[src/design/bba_pkg.sv]
// ----------------------------------------------------------------------------
// Buddy allocator package
// Shared constants, codes and controller/datapath interface types.
// ----------------------------------------------------------------------------
package bba_pkg;

  localparam int MAX_ORDER_DEF    = 9;
  localparam int MIN_ORDER_DEF    = 1;
  localparam int HEADER_BYTES_DEF = 8;

  localparam int REQ_W   = 16;
  localparam int OFFIN_W = 9;
  localparam int ORDOUT_W = 4;

  localparam logic CMD_ALLOC = 1'b0;
  localparam logic CMD_FREE  = 1'b1;

  typedef enum logic [1:0] {
    ST_OK        = 2'd0,
    ST_NO_FREE   = 2'd1,
    ST_TOO_LARGE = 2'd2,
    ST_BAD_FREE  = 2'd3
  } status_t;

  typedef struct packed {
    logic    load;
    logic    lvl_up;
    logic    scan_take;
    logic    split_step;
    logic    split_wr;
    logic    alloc_commit;
    logic    free_release;
    logic    merge_step;
    logic    set_commit;
    logic    err;
    status_t err_code;
  } dp_cmd_t;

  typedef struct packed {
    logic is_free;
    logic too_large;
    logic row_any;
    logic lvl_top;
    logic lvl_at_tgt;
    logic free_bad;
    logic mate_free;
  } dp_sts_t;

endpackage

[src/design/bba_ctrl.sv]
// ----------------------------------------------------------------------------
// Buddy allocator controller
// Sequences search, split and merge steps and the beat handshakes.
// ----------------------------------------------------------------------------
module bba_ctrl (
  input  logic              clk,
  input  logic              rst,
  input  logic              in_valid,
  output logic              in_ready,
  output logic              out_valid,
  input  logic              out_ready,
  output bba_pkg::dp_cmd_t  ctl,
  input  bba_pkg::dp_sts_t  sts
);

  typedef enum logic [10:0] {
    S_IDLE    = 11'b000_0000_0001,
    S_DEC     = 11'b000_0000_0010,
    S_A_SCAN  = 11'b000_0000_0100,
    S_A_RD    = 11'b000_0000_1000,
    S_SPL_CHK = 11'b000_0001_0000,
    S_SPL_RD  = 11'b000_0010_0000,
    S_SPL_WR  = 11'b000_0100_0000,
    S_F_CHK   = 11'b000_1000_0000,
    S_M_RD    = 11'b001_0000_0000,
    S_M_CHK   = 11'b010_0000_0000,
    S_OUT     = 11'b100_0000_0000
  } state_t;

  state_t state;
  state_t state_next;

  always_comb begin
    state_next = state;
    ctl        = '0;
    ctl.err_code = bba_pkg::ST_OK;
    in_ready   = 1'b0;
    out_valid  = 1'b0;
    unique case (state)
      S_IDLE: begin
        in_ready = 1'b1;
        if (in_valid) begin
          ctl.load   = 1'b1;
          state_next = S_DEC;
        end
      end
      S_DEC: begin
        priority if (sts.is_free) begin
          state_next = S_F_CHK;
        end else if (sts.too_large) begin
          ctl.err      = 1'b1;
          ctl.err_code = bba_pkg::ST_TOO_LARGE;
          state_next   = S_OUT;
        end else begin
          state_next = S_A_SCAN;
        end
      end
      S_A_SCAN: begin
        priority if (sts.row_any) begin
          ctl.scan_take = 1'b1;
          state_next    = S_SPL_CHK;
        end else if (sts.lvl_top) begin
          ctl.err      = 1'b1;
          ctl.err_code = bba_pkg::ST_NO_FREE;
          state_next   = S_OUT;
        end else begin
          ctl.lvl_up = 1'b1;
          state_next = S_A_RD;
        end
      end
      S_A_RD: state_next = S_A_SCAN;
      S_SPL_CHK: begin
        if (sts.lvl_at_tgt) begin
          ctl.alloc_commit = 1'b1;
          state_next       = S_OUT;
        end else begin
          ctl.split_step = 1'b1;
          state_next     = S_SPL_RD;
        end
      end
      S_SPL_RD: state_next = S_SPL_WR;
      S_SPL_WR: begin
        ctl.split_wr = 1'b1;
        state_next   = S_SPL_CHK;
      end
      S_F_CHK: begin
        if (sts.free_bad) begin
          ctl.err      = 1'b1;
          ctl.err_code = bba_pkg::ST_BAD_FREE;
          state_next   = S_OUT;
        end else begin
          ctl.free_release = 1'b1;
          state_next       = S_M_RD;
        end
      end
      S_M_RD: state_next = S_M_CHK;
      S_M_CHK: begin
        if (sts.mate_free) begin
          ctl.merge_step = 1'b1;
          state_next     = S_M_RD;
        end else begin
          ctl.set_commit = 1'b1;
          state_next     = S_OUT;
        end
      end
      S_OUT: begin
        out_valid = 1'b1;
        if (out_ready) begin
          in_ready = 1'b1;
          if (in_valid) begin
            ctl.load   = 1'b1;
            state_next = S_DEC;
          end else begin
            state_next = S_IDLE;
          end
        end
      end
      default: state_next = S_IDLE;
    endcase
  end

  always_ff @(posedge clk) begin
    if (rst) begin
      state <= S_IDLE;
    end else begin
      state <= state_next;
    end
  end

endmodule

[config.mk]
export PLATFORM = sky130hd
export DESIGN_NAME = bba_ctrl
export DESIGN_NICKNAME = d
export VERILOG_FILES = /design/src/design/bba_pkg.sv /design/src/design/bba_ctrl.sv
export SDC_FILE = /design/constraint.sdc
export NUM_CORES = 1
export LEC_CHECK = 0
export BUFFER_PORTS_ARGS = -buffer_cell sky130_fd_sc_hd__buf_2
export CORE_MARGIN = 8
export CORE_UTILIZATION = 45
export CTS_BUF_LIST = sky130_fd_sc_hd__clkbuf_4
export DETAILED_ROUTE_END_ITERATION = 12
export PLACE_DENSITY = 0.79
export SYNTH_ARGS = -nofsm -noshare
export SYNTH_HDL_FRONTEND = slang
export SYNTH_SLANG_ARGS = --single-unit
[constraint.sdc]
create_clock -name clk -period 2.2 [get_ports clk]
set_input_delay 0.22 -clock clk [delete_from_list [all_inputs] [get_ports clk]]
set_output_delay 0.22 -clock clk [all_outputs]
set_load 0.02 [all_outputs]
==> impl_summary.md <==
Outcome
The run finished with clean final reports.

Power
The completed layout was analyzed and its total power is 0.000473 W. The clock network burns 31.7% of the power. The reported net switching power is between 0.0001 and 0.00015 W. The power density over the cells is about 440 nW/um^2. The leakage power total is 0.493 nW. The worst supply voltage drop on vdd is roughly 0.25 mV.

The portion of total power attributed to combinational logic is about a quarter. Internal power comes to between 0.0003 and 0.0004 W. Registers are responsible for a little over two fifths of the overall power. The switching share of total power is 28.5%.

Global route
The number of global-route vias before repair is 850. Entering global routing, the biggest net connects 12 pins. In the global route stage, overall resource usage came out at about 14%.

The first global-routing pass estimated about 3800 um of wire. Summed over all layers, the global routing overflow is 0. The number of antenna violations at the first check in global routing is 0.

Yosys
The synthesized area per cell is ~8.4 um^2. After synthesis, the cell types taking the most area are dfxtp_1 (27%), nor4b_1 (5.4%), nor4_1 (4.6%). The dominant cell type by area after synthesis is dfxtp_1. The dominant synthesized flop cell is dfxtp_1. The synthesized design contains 0 enable-type register cells.

The flip-flop and latch count after synthesis is 11. The area share of the largest cell type after synthesis is 27.1%. The mapped netlist covers approximately 800 um^2.

The synthesized netlist cell count is between 90 and 100. The share of synthesized registers carrying an async set or reset is 0%. During synthesis, Yosys emitted a total of 0 warnings.

After synthesis, the netlist uses 39 different library cells. Of the synthesized area, sequential elements account for between 20% and 30%. The synthesized netlist net count is 108.

STA
The clock arrives with between 0.001 and 0.0015 ns of skew. The actual slew at the worst max-slew pin is approximately 0.57 ns. For this run, the top clock speed supported by timing is approximately 450 MHz. The hold violation count in the final report is 0.

Counting I/O delays and the setup requirement, the final critical path takes around 2.2 ns. The number of failing setup endpoints in the final timing report is 0. The max-slew violation total from the final report came to 0.

After layout, the worst path uses between 90% and 100% of the clock period. The normalized max-slew margin is 62.0%. Setup repair after global routing could not meet its margin everywhere.

Route
Across all layers, the routed design uses just under 900 vias. The post-detailed-route DRC marker count is 0. Once detail routing completed, the nets flagged for antenna violations numbered 0.

The iteration count of the initial detailed-routing pass is 4. Dividing the detail-routed via count by the number of cells gives 5.72. The wire length per cell after detailed routing is about 15 um. The routed wire length is about 2300 um.

The detailed router finished its first iteration with 23 violations.

Cells and area
The area of all placed cells without fillers is approximately 1100 um^2. Counting flops per register, the top entry is state. The final layout contains about 140 nets. The number of antenna diodes in the final layout is 0.

The area growth from synthesis to layout is 33.4%. The most frequent standard cell in the layout excluding fill and tap cells is buf_2. The register with the most flip-flops in the layout has 11 of them.

The largest registers in the layout are state (11). The layout cell share with drive strength beyond 1 is between 40% and 50%. Leaving out fill and tap cells, the most frequent cells in the layout are buf_2 (19), buf_4 (10), dfxtp_1 (8).

Clocking
The CTS tree is built. The tree built by TritonCTS fans out to 11 sinks. The clock latency reported for the late side of the worst-skew pair is 0.27 ns. The CTS clock-pin slew for the worst setup and hold paths is about 0.07 ns. Counting the buffers created by CTS gives 3. The number of buffers on the longest clock path is 2.

The H-tree depth is 1. In this run the clock root is driven by a clkbuf_4. The number of hold buffers added after CTS was 0.

Placed design
The number of buffers inserted by port buffering is 24. Once placement finished, the instance area stood at roughly 980 um^2. The last weighted congestion value of the routability-driven placer is about 0.80. The final HPWL from detailed placement is around 1800 um.

Setup path
For the worst setup path, the data arrival time is about 2.0 ns. The category of the critical setup timing path is reg -> out. The worst register-to-register path has a setup slack of about 0.33 ns. The worst setup path is launched from a register. In this run the worst path has a maximum fanout of 6. STA puts the critical path data required time at a little under 2 ns. The worst setup path is captured at an output port.

Floorplanning
The total area inside the core boundary comes to around 1700 um^2. The width of the die is around 58 um. The floorplan step defined a die boundary enclosing between 3000 and 4000 um^2.

The number of I/O pins is 25. In this run the vertical extent of the chip is 58.5 um. After floorplanning, the core was divided into 15 placement rows. The starting density of the core is roughly 48%.

Hold path
The type of the most critical hold path is in -> reg.

Run
The number of max-cap violations is 0.
-- synthesized netlist by cell type (2+ instances only) --
cell type	instances
nand2_1	6
clkbuf_1	4
xor2_1	2
dfxtp_1	11
nor4b_1	5
nand3_1	6
nor4_1	6
and3_1	2
a32oi_1	2
buf_6	2
or3_4	2
o21a_1	3
and3b_1	2
nor3_1	6
nor2_1	7
inv_1	5
nand2b_1	3
o21ai_0	2
-- cells by family after synthesis --
kind of cell	Yosys count	synth area share [%]
AND/OR/NAND/NOR	57	46.4
AO/OA/AOI/OAI	15	16.2
flip-flops	11	27.1
buffers and inverters	11	6.93
XOR/XNOR	2	2.16
multiplexers	1	1.23
-- power groups by stage --
stage                logic, W  registers (W)  clock network (W)
finish               0.000116       0.000207           0.000150
global route         0.000126       0.000207           0.000166
CTS                  0.000108       0.000207           0.000156
detailed placement   0.000100       0.000211                  0
global placement    0.0000975       0.000211                  0
floorplan           0.0000701       0.000210                  0
-- critical path: stages, from the launching register on --
cell,delay (ns)
dfxtp_2,0.33
or4_4,0.59
nor4_2,0.33
a32oi_1,0.22
nand2_1,0.09
buf_2,0.16
-- through the flow --
step	setup TNS [ns]	worst slack [ns]	utilization, %	std cells	hold WS, ns
finish	0	0.00174	63.4	152	0.132
global route	-0.275	-0.0715	63.4	152	0.131
CTS	-0.0221	-0.0102	60.9	152	0.131
detailed placement	0	0.179	57.3	147	0.425
floorplan	0	0.0825	-	97	0.283
global placement	0	0.206	57.3	147	0.411
-- per-layer routing --
metal / up-vias / GRT usage (%) / routed length, um
met3: 8 / 3.48 / 115
met2: 31 / 21.9 / 1020
met5: - / 0 / 0
met4: 0 / 8.74 / 57
met1: 401 / 16.2 / 1070
li1: 430 / - / -
-- final timing paths --
path / cells after the start / startpoint / to
worst max-delay path: 5 / state[3]$_SDFFE_PP0P_ / ctl[2]
worst min-delay path: 2 / sts[3] / state[3]$_SDFFE_PP0P_
worst max register to register: 5 / state[3]$_SDFFE_PP0P_ / state[10]$_SDFFE_PP0P_
worst min register to register: 1 / state[2]$_SDFFE_PP0P_ / state[2]$_SDFFE_PP0P_
-- what timing repair did --
| item | 4_1_cts | 5_1_grt |
|---|---|---|
| setup buffers | 1 | 0 |
| endpoints found under the setup margin | 8 | 13 |
| gates cloned | 0 | 0 |
| pin swaps | 4 | 3 |
| gates resized for setup | 6 | 12 |
-- area by class of cell --
class                           count  area, um^2
Fill cell                         148         624
Inverter                            5        18.8
Tap cell                           25        31.3
Sequential cell                    11         224
Multi-Input combinational cell     75         576
Timing Repair Buffer               32         204
Clock buffer                        4        30.0
No activity file was read; power rests on OpenSTA's default activity.
